### config.mk
export PLATFORM = sky130hd
export DESIGN_NAME = rtt_adaptive_rate_selector
export DESIGN_NICKNAME = d
export VERILOG_FILES = /design/src/hdl/rars_pkg.sv /design/src/hdl/rars_regs.sv /design/src/hdl/rars_core.sv /design/src/hdl/rtt_adaptive_rate_selector.sv
export SDC_FILE = /design/constraint.sdc
export NUM_CORES = 1
export LEC_CHECK = 0
export ABC_AREA = 1
export BUFFER_PORTS_ARGS = -buffer_cell sky130_fd_sc_hd__buf_4
export CAP_MARGIN = 10
export CORE_MARGIN = 3
export CORE_UTILIZATION = 40
export CTS_CLUSTER_SIZE = 20
export DETAILED_ROUTE_END_ITERATION = 12
export SLEW_MARGIN = 5
export SYNTH_ARGS = -nofsm -noshare
export SYNTH_HDL_FRONTEND = slang
export SYNTH_SLANG_ARGS = --single-unit
### constraint.sdc
create_clock -name clk -period 9.8 [get_ports clk]
set_input_delay 0.49 -clock clk [delete_from_list [all_inputs] [get_ports clk]]
set_output_delay 0.49 -clock clk [all_outputs]
set_load 0.05 [all_outputs]
### src/hdl/rars_pkg.sv
package rars_pkg;

	// Table depth the register file always carries; LEVELS selects how many are compared.
	localparam int unsigned MAX_LEVELS = 3;
	localparam int unsigned LEVELS_DEFAULT = 3;

	localparam int unsigned RATE_W = 8;
	localparam int unsigned LIMIT_W = 16;
	localparam int unsigned HOLD_W = 14;
	localparam int unsigned TIME_W = 32;
	localparam int unsigned CFG_IDX_W = 8;
	localparam int unsigned CFG_DATA_W = 16;
	localparam int unsigned IN_DATA_W = 48;
	localparam int unsigned OUT_DATA_W = 24;

	// Register indexes of the configuration channel.
	localparam logic [CFG_IDX_W-1:0] REG_MAX_FPS   = 8'd0;
	localparam logic [CFG_IDX_W-1:0] REG_LIMIT_A   = 8'd1;
	localparam logic [CFG_IDX_W-1:0] REG_LIMIT_B   = 8'd2;
	localparam logic [CFG_IDX_W-1:0] REG_LIMIT_C   = 8'd3;
	localparam logic [CFG_IDX_W-1:0] REG_RATE_A    = 8'd4;
	localparam logic [CFG_IDX_W-1:0] REG_RATE_B    = 8'd5;
	localparam logic [CFG_IDX_W-1:0] REG_RATE_C    = 8'd6;
	localparam logic [CFG_IDX_W-1:0] REG_INIT_HOLD = 8'd7;

	// Reset values.
	localparam logic [RATE_W-1:0] MAX_FPS_RST = 8'd60;
	localparam logic [LIMIT_W-1:0] LIMIT_A_RST = 16'd100;
	localparam logic [LIMIT_W-1:0] LIMIT_B_RST = 16'd200;
	localparam logic [LIMIT_W-1:0] LIMIT_C_RST = 16'd400;
	localparam logic [RATE_W-1:0] RATE_A_RST = 8'd30;
	localparam logic [RATE_W-1:0] RATE_B_RST = 8'd20;
	localparam logic [RATE_W-1:0] RATE_C_RST = 8'd10;
	localparam logic [HOLD_W-1:0] INIT_HOLD_RST = 14'd1000;

	// Timing constants.
	localparam logic [TIME_W-1:0] RELAPSE_MS = 32'd5000;
	localparam logic [TIME_W-1:0] GOOD_SPAN_MS = 32'd5000;
	localparam logic [HOLD_W:0] HOLD_CAP_MS = 15'd10000;
	localparam logic [HOLD_W-1:0] HOLD_FLOOR_MS = 14'd1000;

	typedef struct packed {
		logic [RATE_W-1:0] max_fps;
		logic [MAX_LEVELS-1:0][LIMIT_W-1:0] rtt_limit;
		logic [MAX_LEVELS-1:0][RATE_W-1:0] rate_at;
	} cfg_t;

	// now_ms sits in the low bits of the input transfer, rtt_ms above it.
	typedef struct packed {
		logic [LIMIT_W-1:0] rtt_ms;
		logic [TIME_W-1:0] now_ms;
	} sample_t;

	typedef struct packed {
		logic was_bad;
		logic [HOLD_W-1:0] hold_ms;
		logic [RATE_W-1:0] send_rate;
	} result_t;

endpackage

### src/hdl/rars_regs.sv
module rars_regs (
	input  logic clk,
	input  logic arst_n,
	input  logic cfg_we,
	input  logic [rars_pkg::CFG_IDX_W-1:0] cfg_index,
	input  logic [rars_pkg::CFG_DATA_W-1:0] cfg_data,
	output rars_pkg::cfg_t cfg
);

	rars_pkg::cfg_t cfg_q;

	always_ff @(posedge clk or negedge arst_n) begin
		if (!arst_n) begin
			cfg_q.max_fps <= rars_pkg::MAX_FPS_RST;
			cfg_q.rtt_limit[0] <= rars_pkg::LIMIT_A_RST;
			cfg_q.rtt_limit[1] <= rars_pkg::LIMIT_B_RST;
			cfg_q.rtt_limit[2] <= rars_pkg::LIMIT_C_RST;
			cfg_q.rate_at[0] <= rars_pkg::RATE_A_RST;
			cfg_q.rate_at[1] <= rars_pkg::RATE_B_RST;
			cfg_q.rate_at[2] <= rars_pkg::RATE_C_RST;
		end else if (cfg_we) begin
			unique case (cfg_index)
				rars_pkg::REG_MAX_FPS: cfg_q.max_fps <= cfg_data[rars_pkg::RATE_W-1:0];
				rars_pkg::REG_LIMIT_A: cfg_q.rtt_limit[0] <= cfg_data;
				rars_pkg::REG_LIMIT_B: cfg_q.rtt_limit[1] <= cfg_data;
				rars_pkg::REG_LIMIT_C: cfg_q.rtt_limit[2] <= cfg_data;
				rars_pkg::REG_RATE_A: cfg_q.rate_at[0] <= cfg_data[rars_pkg::RATE_W-1:0];
				rars_pkg::REG_RATE_B: cfg_q.rate_at[1] <= cfg_data[rars_pkg::RATE_W-1:0];
				rars_pkg::REG_RATE_C: cfg_q.rate_at[2] <= cfg_data[rars_pkg::RATE_W-1:0];
				// initial hold only matters at reset, where it is the constant anyway
				rars_pkg::REG_INIT_HOLD: ;
				default: ;
			endcase
		end
	end

	assign cfg = cfg_q;

endmodule

### src/hdl/rars_core.sv
module rars_core #(
	parameter int unsigned LEVELS = rars_pkg::LEVELS_DEFAULT
) (
	input  logic clk,
	input  logic arst_n,
	input  logic fire,
	input  rars_pkg::sample_t sample,
	input  rars_pkg::cfg_t cfg,
	output rars_pkg::result_t result
);

	localparam int unsigned TW = rars_pkg::TIME_W;
	localparam int unsigned HW = rars_pkg::HOLD_W;
	localparam int unsigned RW = rars_pkg::RATE_W;

	logic [RW-1:0] rate_q;
	logic [HW-1:0] hold_q;
	logic [TW-1:0] deadline_q;
	logic armed_q;
	logic bad_seen_q;
	logic [TW-1:0] last_bad_q;
	logic good_seen_q;
	logic [TW-1:0] good_since_q;

	logic bad;
	logic [rars_pkg::LIMIT_W-1:0] best_thr;
	logic [RW-1:0] best_rate;
	logic [TW-1:0] since_bad, since_good, past_deadline;
	logic expired, relapse;
	logic [HW:0] hold_dbl;
	logic [HW-1:0] hold_half;

	logic [RW-1:0] rate_d;
	logic [HW-1:0] hold_d;
	logic [TW-1:0] deadline_d, last_bad_d, good_since_d;
	logic armed_d, bad_seen_d, good_seen_d;

	// Largest threshold met wins; ties keep the lower entry.
	always_comb begin
		bad = 1'b0;
		best_thr = '0;
		best_rate = '0;
		for (int i = 0; i < LEVELS; i++) begin
			if (sample.rtt_ms >= cfg.rtt_limit[i]) begin
				if (!bad || cfg.rtt_limit[i] > best_thr) begin
					best_thr = cfg.rtt_limit[i];
					best_rate = cfg.rate_at[i];
				end
				bad = 1'b1;
			end
		end
	end

	assign since_bad = sample.now_ms - last_bad_q;
	assign since_good = sample.now_ms - good_since_q;
	assign past_deadline = sample.now_ms - deadline_q;
	assign expired = !armed_q || !past_deadline[TW-1];
	assign relapse = (rate_q != cfg.max_fps) && bad_seen_q && (since_bad < rars_pkg::RELAPSE_MS);
	assign hold_dbl = {hold_q, 1'b0};
	assign hold_half = {1'b0, hold_q[HW-1:1]};

	always_comb begin
		rate_d = rate_q;
		hold_d = hold_q;
		deadline_d = deadline_q;
		armed_d = armed_q;
		bad_seen_d = bad_seen_q;
		last_bad_d = last_bad_q;
		good_seen_d = good_seen_q;
		good_since_d = good_since_q;
		if (bad) begin
			if (relapse) begin
				hold_d = (hold_dbl < rars_pkg::HOLD_CAP_MS) ? hold_dbl[HW-1:0]
					: rars_pkg::HOLD_CAP_MS[HW-1:0];
			end
			deadline_d = sample.now_ms + TW'(hold_d);
			armed_d = 1'b1;
			bad_seen_d = 1'b1;
			last_bad_d = sample.now_ms;
			good_seen_d = 1'b0;
			if (best_rate < rate_q) begin
				rate_d = best_rate;
			end
		end else if (expired) begin
			armed_d = 1'b0;
			rate_d = cfg.max_fps;
			if (!good_seen_q) begin
				good_seen_d = 1'b1;
				good_since_d = sample.now_ms;
			end else if (since_good > rars_pkg::GOOD_SPAN_MS) begin
				hold_d = (hold_half > rars_pkg::HOLD_FLOOR_MS) ? hold_half
					: rars_pkg::HOLD_FLOOR_MS;
				good_since_d = sample.now_ms;
			end
		end
	end

	always_ff @(posedge clk or negedge arst_n) begin
		if (!arst_n) begin
			rate_q <= rars_pkg::MAX_FPS_RST;
			hold_q <= rars_pkg::INIT_HOLD_RST;
			deadline_q <= '0;
			armed_q <= 1'b0;
			bad_seen_q <= 1'b0;
			last_bad_q <= '0;
			good_seen_q <= 1'b0;
			good_since_q <= '0;
		end else if (fire) begin
			rate_q <= rate_d;
			hold_q <= hold_d;
			deadline_q <= deadline_d;
			armed_q <= armed_d;
			bad_seen_q <= bad_seen_d;
			last_bad_q <= last_bad_d;
			good_seen_q <= good_seen_d;
			good_since_q <= good_since_d;
		end
	end

	assign result.was_bad = bad;
	assign result.hold_ms = hold_d;
	assign result.send_rate = rate_d;

	hold_in_range: assert property (@(posedge clk) disable iff (!arst_n)
		hold_q >= rars_pkg::HOLD_FLOOR_MS && {1'b0, hold_q} <= rars_pkg::HOLD_CAP_MS)
		else $error("hold duration left its 1000..10000 ms range");

	bad_arms_deadline: assert property (@(posedge clk) disable iff (!arst_n)
		fire && bad |=> armed_q && bad_seen_q && !good_seen_q)
		else $error("bad sample did not arm the recovery deadline");

	good_run_keeps_rate: assert property (@(posedge clk) disable iff (!arst_n)
		fire && !bad && !expired |=> $stable(rate_q) && $stable(hold_q))
		else $error("good sample before deadline changed rate or hold");

endmodule

### src/hdl/rtt_adaptive_rate_selector.sv
// RTT-driven send-rate selector.
//
// s_axis carries one sample per transfer: tdata[31:0] now_ms (wrapping ms clock),
// tdata[47:32] rtt_ms. m_axis returns exactly one result per sample: tdata[7:0]
// send_rate, tdata[21:8] hold_ms, tdata[22] was_bad, tdata[23] zero.
// cfg writes one register per transfer (cfg_index 0..7, data in the low bits of
// cfg_data); cfg_ready is always high and indexes past seven are dropped. Write
// registers only while no sample is in flight.
//
// A sample waits in the input register until the result register, which drives m_axis,
// is free. Throughput: one sample per cycle while the receiver keeps up; the rate/hold
// update is a single pass of compares and a 32-bit add between the two registers.
// When the receiver stalls, the result register holds and the input register
// still takes one more sample; s_axis_tready drops only when both are full.
//
// Reset (arst_n low) loads the register defaults, sets the rate to 60 fps and the
// hold to 1000 ms, disarms the recovery deadline and empties both stages.
module rtt_adaptive_rate_selector #(
	parameter int unsigned LEVELS = rars_pkg::LEVELS_DEFAULT
) (
	input  logic clk,
	input  logic arst_n,
	input  logic s_axis_tvalid,
	output logic s_axis_tready,
	// [31:0] now_ms, [47:32] rtt_ms
	input  logic [rars_pkg::IN_DATA_W-1:0] s_axis_tdata,
	output logic m_axis_tvalid,
	input  logic m_axis_tready,
	// [7:0] send_rate, [21:8] hold_ms, [22] was_bad, [23] zero fill
	output logic [rars_pkg::OUT_DATA_W-1:0] m_axis_tdata,
	input  logic cfg_valid,
	output logic cfg_ready,
	input  logic [rars_pkg::CFG_IDX_W-1:0] cfg_index,
	input  logic [rars_pkg::CFG_DATA_W-1:0] cfg_data
);

	rars_pkg::cfg_t cfg;
	rars_pkg::sample_t sample_s1;
	rars_pkg::result_t result;
	rars_pkg::result_t result_q;
	logic valid_s1;
	logic out_valid_q;
	logic advance;

	assign cfg_ready = 1'b1;

	rars_regs u_regs (
		.clk       (clk),
		.arst_n    (arst_n),
		.cfg_we    (cfg_valid & cfg_ready),
		.cfg_index (cfg_index),
		.cfg_data  (cfg_data),
		.cfg       (cfg)
	);

	// Move the held sample into the result register whenever that slot frees up.
	assign advance = valid_s1 && (!out_valid_q || m_axis_tready);
	assign s_axis_tready = !valid_s1 || advance;

	always_ff @(posedge clk or negedge arst_n) begin
		if (!arst_n) begin
			valid_s1 <= 1'b0;
		end else if (s_axis_tready) begin
			valid_s1 <= s_axis_tvalid;
		end
	end

	// Payload: capture on every input transfer.
	always_ff @(posedge clk) begin
		if (s_axis_tvalid && s_axis_tready) begin
			sample_s1 <= s_axis_tdata;
		end
	end

	rars_core #(
		.LEVELS (LEVELS)
	) u_core (
		.clk    (clk),
		.arst_n (arst_n),
		.fire   (advance),
		.sample (sample_s1),
		.cfg    (cfg),
		.result (result)
	);

	always_ff @(posedge clk or negedge arst_n) begin
		if (!arst_n) begin
			out_valid_q <= 1'b0;
		end else if (advance) begin
			out_valid_q <= 1'b1;
		end else if (m_axis_tready) begin
			out_valid_q <= 1'b0;
		end
	end

	always_ff @(posedge clk) begin
		if (advance) begin
			result_q <= result;
		end
	end

	assign m_axis_tvalid = out_valid_q;
	assign m_axis_tdata = {1'b0, result_q};

	advance_fills_output: assert property (@(posedge clk) disable iff (!arst_n)
		advance |=> out_valid_q)
		else $error("sample left the input stage without reaching the output");

	stalled_sample_kept: assert property (@(posedge clk) disable iff (!arst_n)
		valid_s1 && !advance |=> valid_s1 && $stable(sample_s1))
		else $error("stalled sample dropped or changed in the input stage");

endmodule

==> flow_metrics.tcl <==
set metrics [dict create \
    multi_input_area_um2 10420 \
    rr_worst_depth 38 \
    fin_skew_ns 0.01599 \
    status "finished, final reports clean" \
    critPathTopFamily "simple AND/OR/NAND/NOR gates" \
    yosysWarnings 0 \
    fin_cells 3327 \
    fp.dieH_um 226 \
    netlist_area_um2 19360 \
    crit_buf_inv 1 \
    end_kind "flip-flop" \
    top_level_ports 104 \
    synth_common_cells "nand2_1, inv_1, o21ai_0" \
    start_kind "flip-flop" \
    grt_pass1_wl_um 89470 \
    setup.worst_path.class "reg -> reg" \
    coreArea_um2 47150 \
    max_freq_mhz 126.9 \
    die_w_um 226 \
    drt-initial-drc-count 1378 \
    period_minus_slack_ns 7.880 \
    clk_latency_ns 0.56 \
    port-buffer-count 101 \
    tritoncts "built" \
    final_cell_area_um2 21930 \
    initial_utilization_pct 41.06 \
    worstMarginPinSlew_ns 1.253 \
    dieArea_um2 51080 \
    antenna_cells 0 \
    seq_area_um2 7251 \
    via_count 17570 \
    ir_worst_vdd_mv 0.1084 \
    final.setup.tns_ns 0 \
    hold_viol 0 \
    min_period_over_period_pct 80.41 \
    cp.required_ns 10.29 \
    ctsResizeCount 0 \
    clk_pin_slew_ns 0.07 \
    max_cap_viol_count 0 \
    grt_use_total_pct 21.99 \
    first_pass_iters 9 \
    syn-num-nets 2870 \
    fin_nets 2964 \
    synth_area_leaders "dfrtp_1, nand2_1, ha_1, edfxtp_1, inv_1" \
    gp_congestion 0.9172 \
    dr_wl_met2_um 26440 \
    post_cts_buffers 0 \
    min_path_cells 1 \
    met1_length_um 25430 \
    rows 79 \
    synth_top_area_share_pct 22.23 \
    grt.overflow.total 0 \
    async_flop_share_pct 74.09 \
    dpl-instance-area_um2 20720 \
    root_buffer "clkbuf_16" \
    slowest_stage "a211oi_1" \
    numCtsBuffers 35 \
    top_layer "met4" \
    wl_met3_um 2564 \
    cts_buffer_depth 3 \
    dpl.cell_count 3262 \
    drt_wl_total_um 56090 \
    ys_types 57 \
    synth_area_per_cell_um2 7.449 \
    relSlewSlack_pct 16.13 \
    worstPathArrival_ns 8.37 \
    cp_max_fo 31 \
    layout-drive-gt1-share_pct 8.824 \
    netlist_instances 2599 \
    area_growth_syn_to_layout_pct 13.29 \
    postRouteAntennaNets 0 \
    leakage_nw 10.54 \
    ys_ff_latch 274 \
    via_per_inst 5.280 \
    synth_edf_count 71 \
    p_per_area_nw_per_um2 245.3 \
    maxSlewViolCount 0 \
    min_path_type "in -> reg" \
    grt_pass1_vias 17290 \
    cpPeakStageDelay_ns 0.76 \
    dp_hpwl_um 42370 \
    synth_ff_type "dfrtp_1" \
    fillers 4735 \
    h-tree-depth 2 \
    seq_area_frac_synth_pct 37.45 \
    drc 0 \
    cts_sinks 274 \
    cts_hold_buf 1 \
    yosysMostFrequentCell "nand2_1" \
    synth_area_leader_cell "dfrtp_1" \
    antenna_found_initial 0 \
    cp_num_cells 38 \
    wl_per_cell_um 16.86 \
    finalSetupViolations 0 \
    path_common_cell "nand2_1" \
    grt_max_degree 106 \
    rsz0062_at_grt "no" \
]
cells by family (layout without fill, tap and decap cells):
logic type	count (synthesis)	in the layout	synth area share (%)
AOI/OAI and AO/OA	499	499	14.32
xor gates and xnor gates	54	54	2.443
adders and majority gates	194	194	12.62
buffers and inverters	437	558	8.776
DFF	274	274	37.45
other	2	2	0.03879
and+or+nand+nor	1139	1139	24.36
routing by layer:
layer | up-vias | track usage, %
met1 | 8315 | 28.94
met3 | 101 | 2.834
li1 | 8744 | -
met5 | - | 0
met2 | 408 | 37.59
met4 | 0 | 7.155
stage by stage:
| step | hold WS (ns) | setup slack [ns] | total power, mW | utilization, % |
|---|---|---|---|---|
| detailed placement | 0.4463 | 2.101 | 4.050 | 43.95 |
| global route | 0.09414 | 1.132 | 5.831 | 46.52 |
| finish | 0.1055 | 1.920 | 5.380 | 46.52 |
| floorplan | 0.1944 | 3.058 | 3.384 | - |
| global placement | 0.4447 | 2.427 | 4.008 | 43.95 |
| CTS | 0.07619 | 2.042 | 5.415 | 46.51 |
area by class of cell:
| cell class | instances | area share, % |
|---|---|---|
| clock inverter | 18 | 0.7930 |
| sequential | 274 | 33.06 |
| inverter | 376 | 6.435 |
| timing repair buffer | 118 | 4.079 |
| clock buffer | 46 | 4.649 |
| tap | 607 | 3.463 |
| multi-input combinational | 1888 | 47.52 |
cell usage in the layout (no fill, tap or decap), types with 27 or more instances in the layout:
cell type    n
inv_1      372
nand4_1     39
nor2_1     194
nand2_1    705
buf_4      116
clkbuf_16   37
xor2_1      32
ha_1       192
o21ai_0    243
a21oi_1    157
dfstp_2     31
dfrtp_1    172
nor3_1      27
nand3_1    130
edfxtp_1    71
report_power, final:
part	switching (mW)	internal (mW)
Combinational	1.59	0.840
Clock	0.534	0.793
Sequential	0.172	1.45
flip-flops by register name, summed over array words and instances, names as in the netlist:
register,flops
m_axis_tdata,23
m_axis_tvalid,1
sample_s1,48
u_core.armed_q,1
u_core.bad_seen_q,1
u_core.deadline_q,32
u_core.good_seen_q,1
u_core.good_since_q,32
u_core.hold_q,14
u_core.last_bad_q,32
u_core.rate_q,8
u_regs.cfg,80
valid_s1,1
path summary, 6_finish.rpt:
| kind | from | to | slack, ns |
|---|---|---|---|
| worst max-delay path | sample_s1[46] | u_core.rate_q[3] | 1.92 |
| worst min-delay path | s_axis_tdata[16] | sample_s1[16] | 0.11 |
| worst max register to register | sample_s1[46] | u_core.rate_q[3] | 1.92 |
| worst min register to register | u_core.bad_seen_q | u_core.bad_seen_q | 0.46 |
| max in group asynchronous | arst_n | u_regs.cfg[31] | 7.81 |
| min in group asynchronous | arst_n | u_core.good_since_q[29] | 0.52 |
Power figures use the tool's default switching activity.
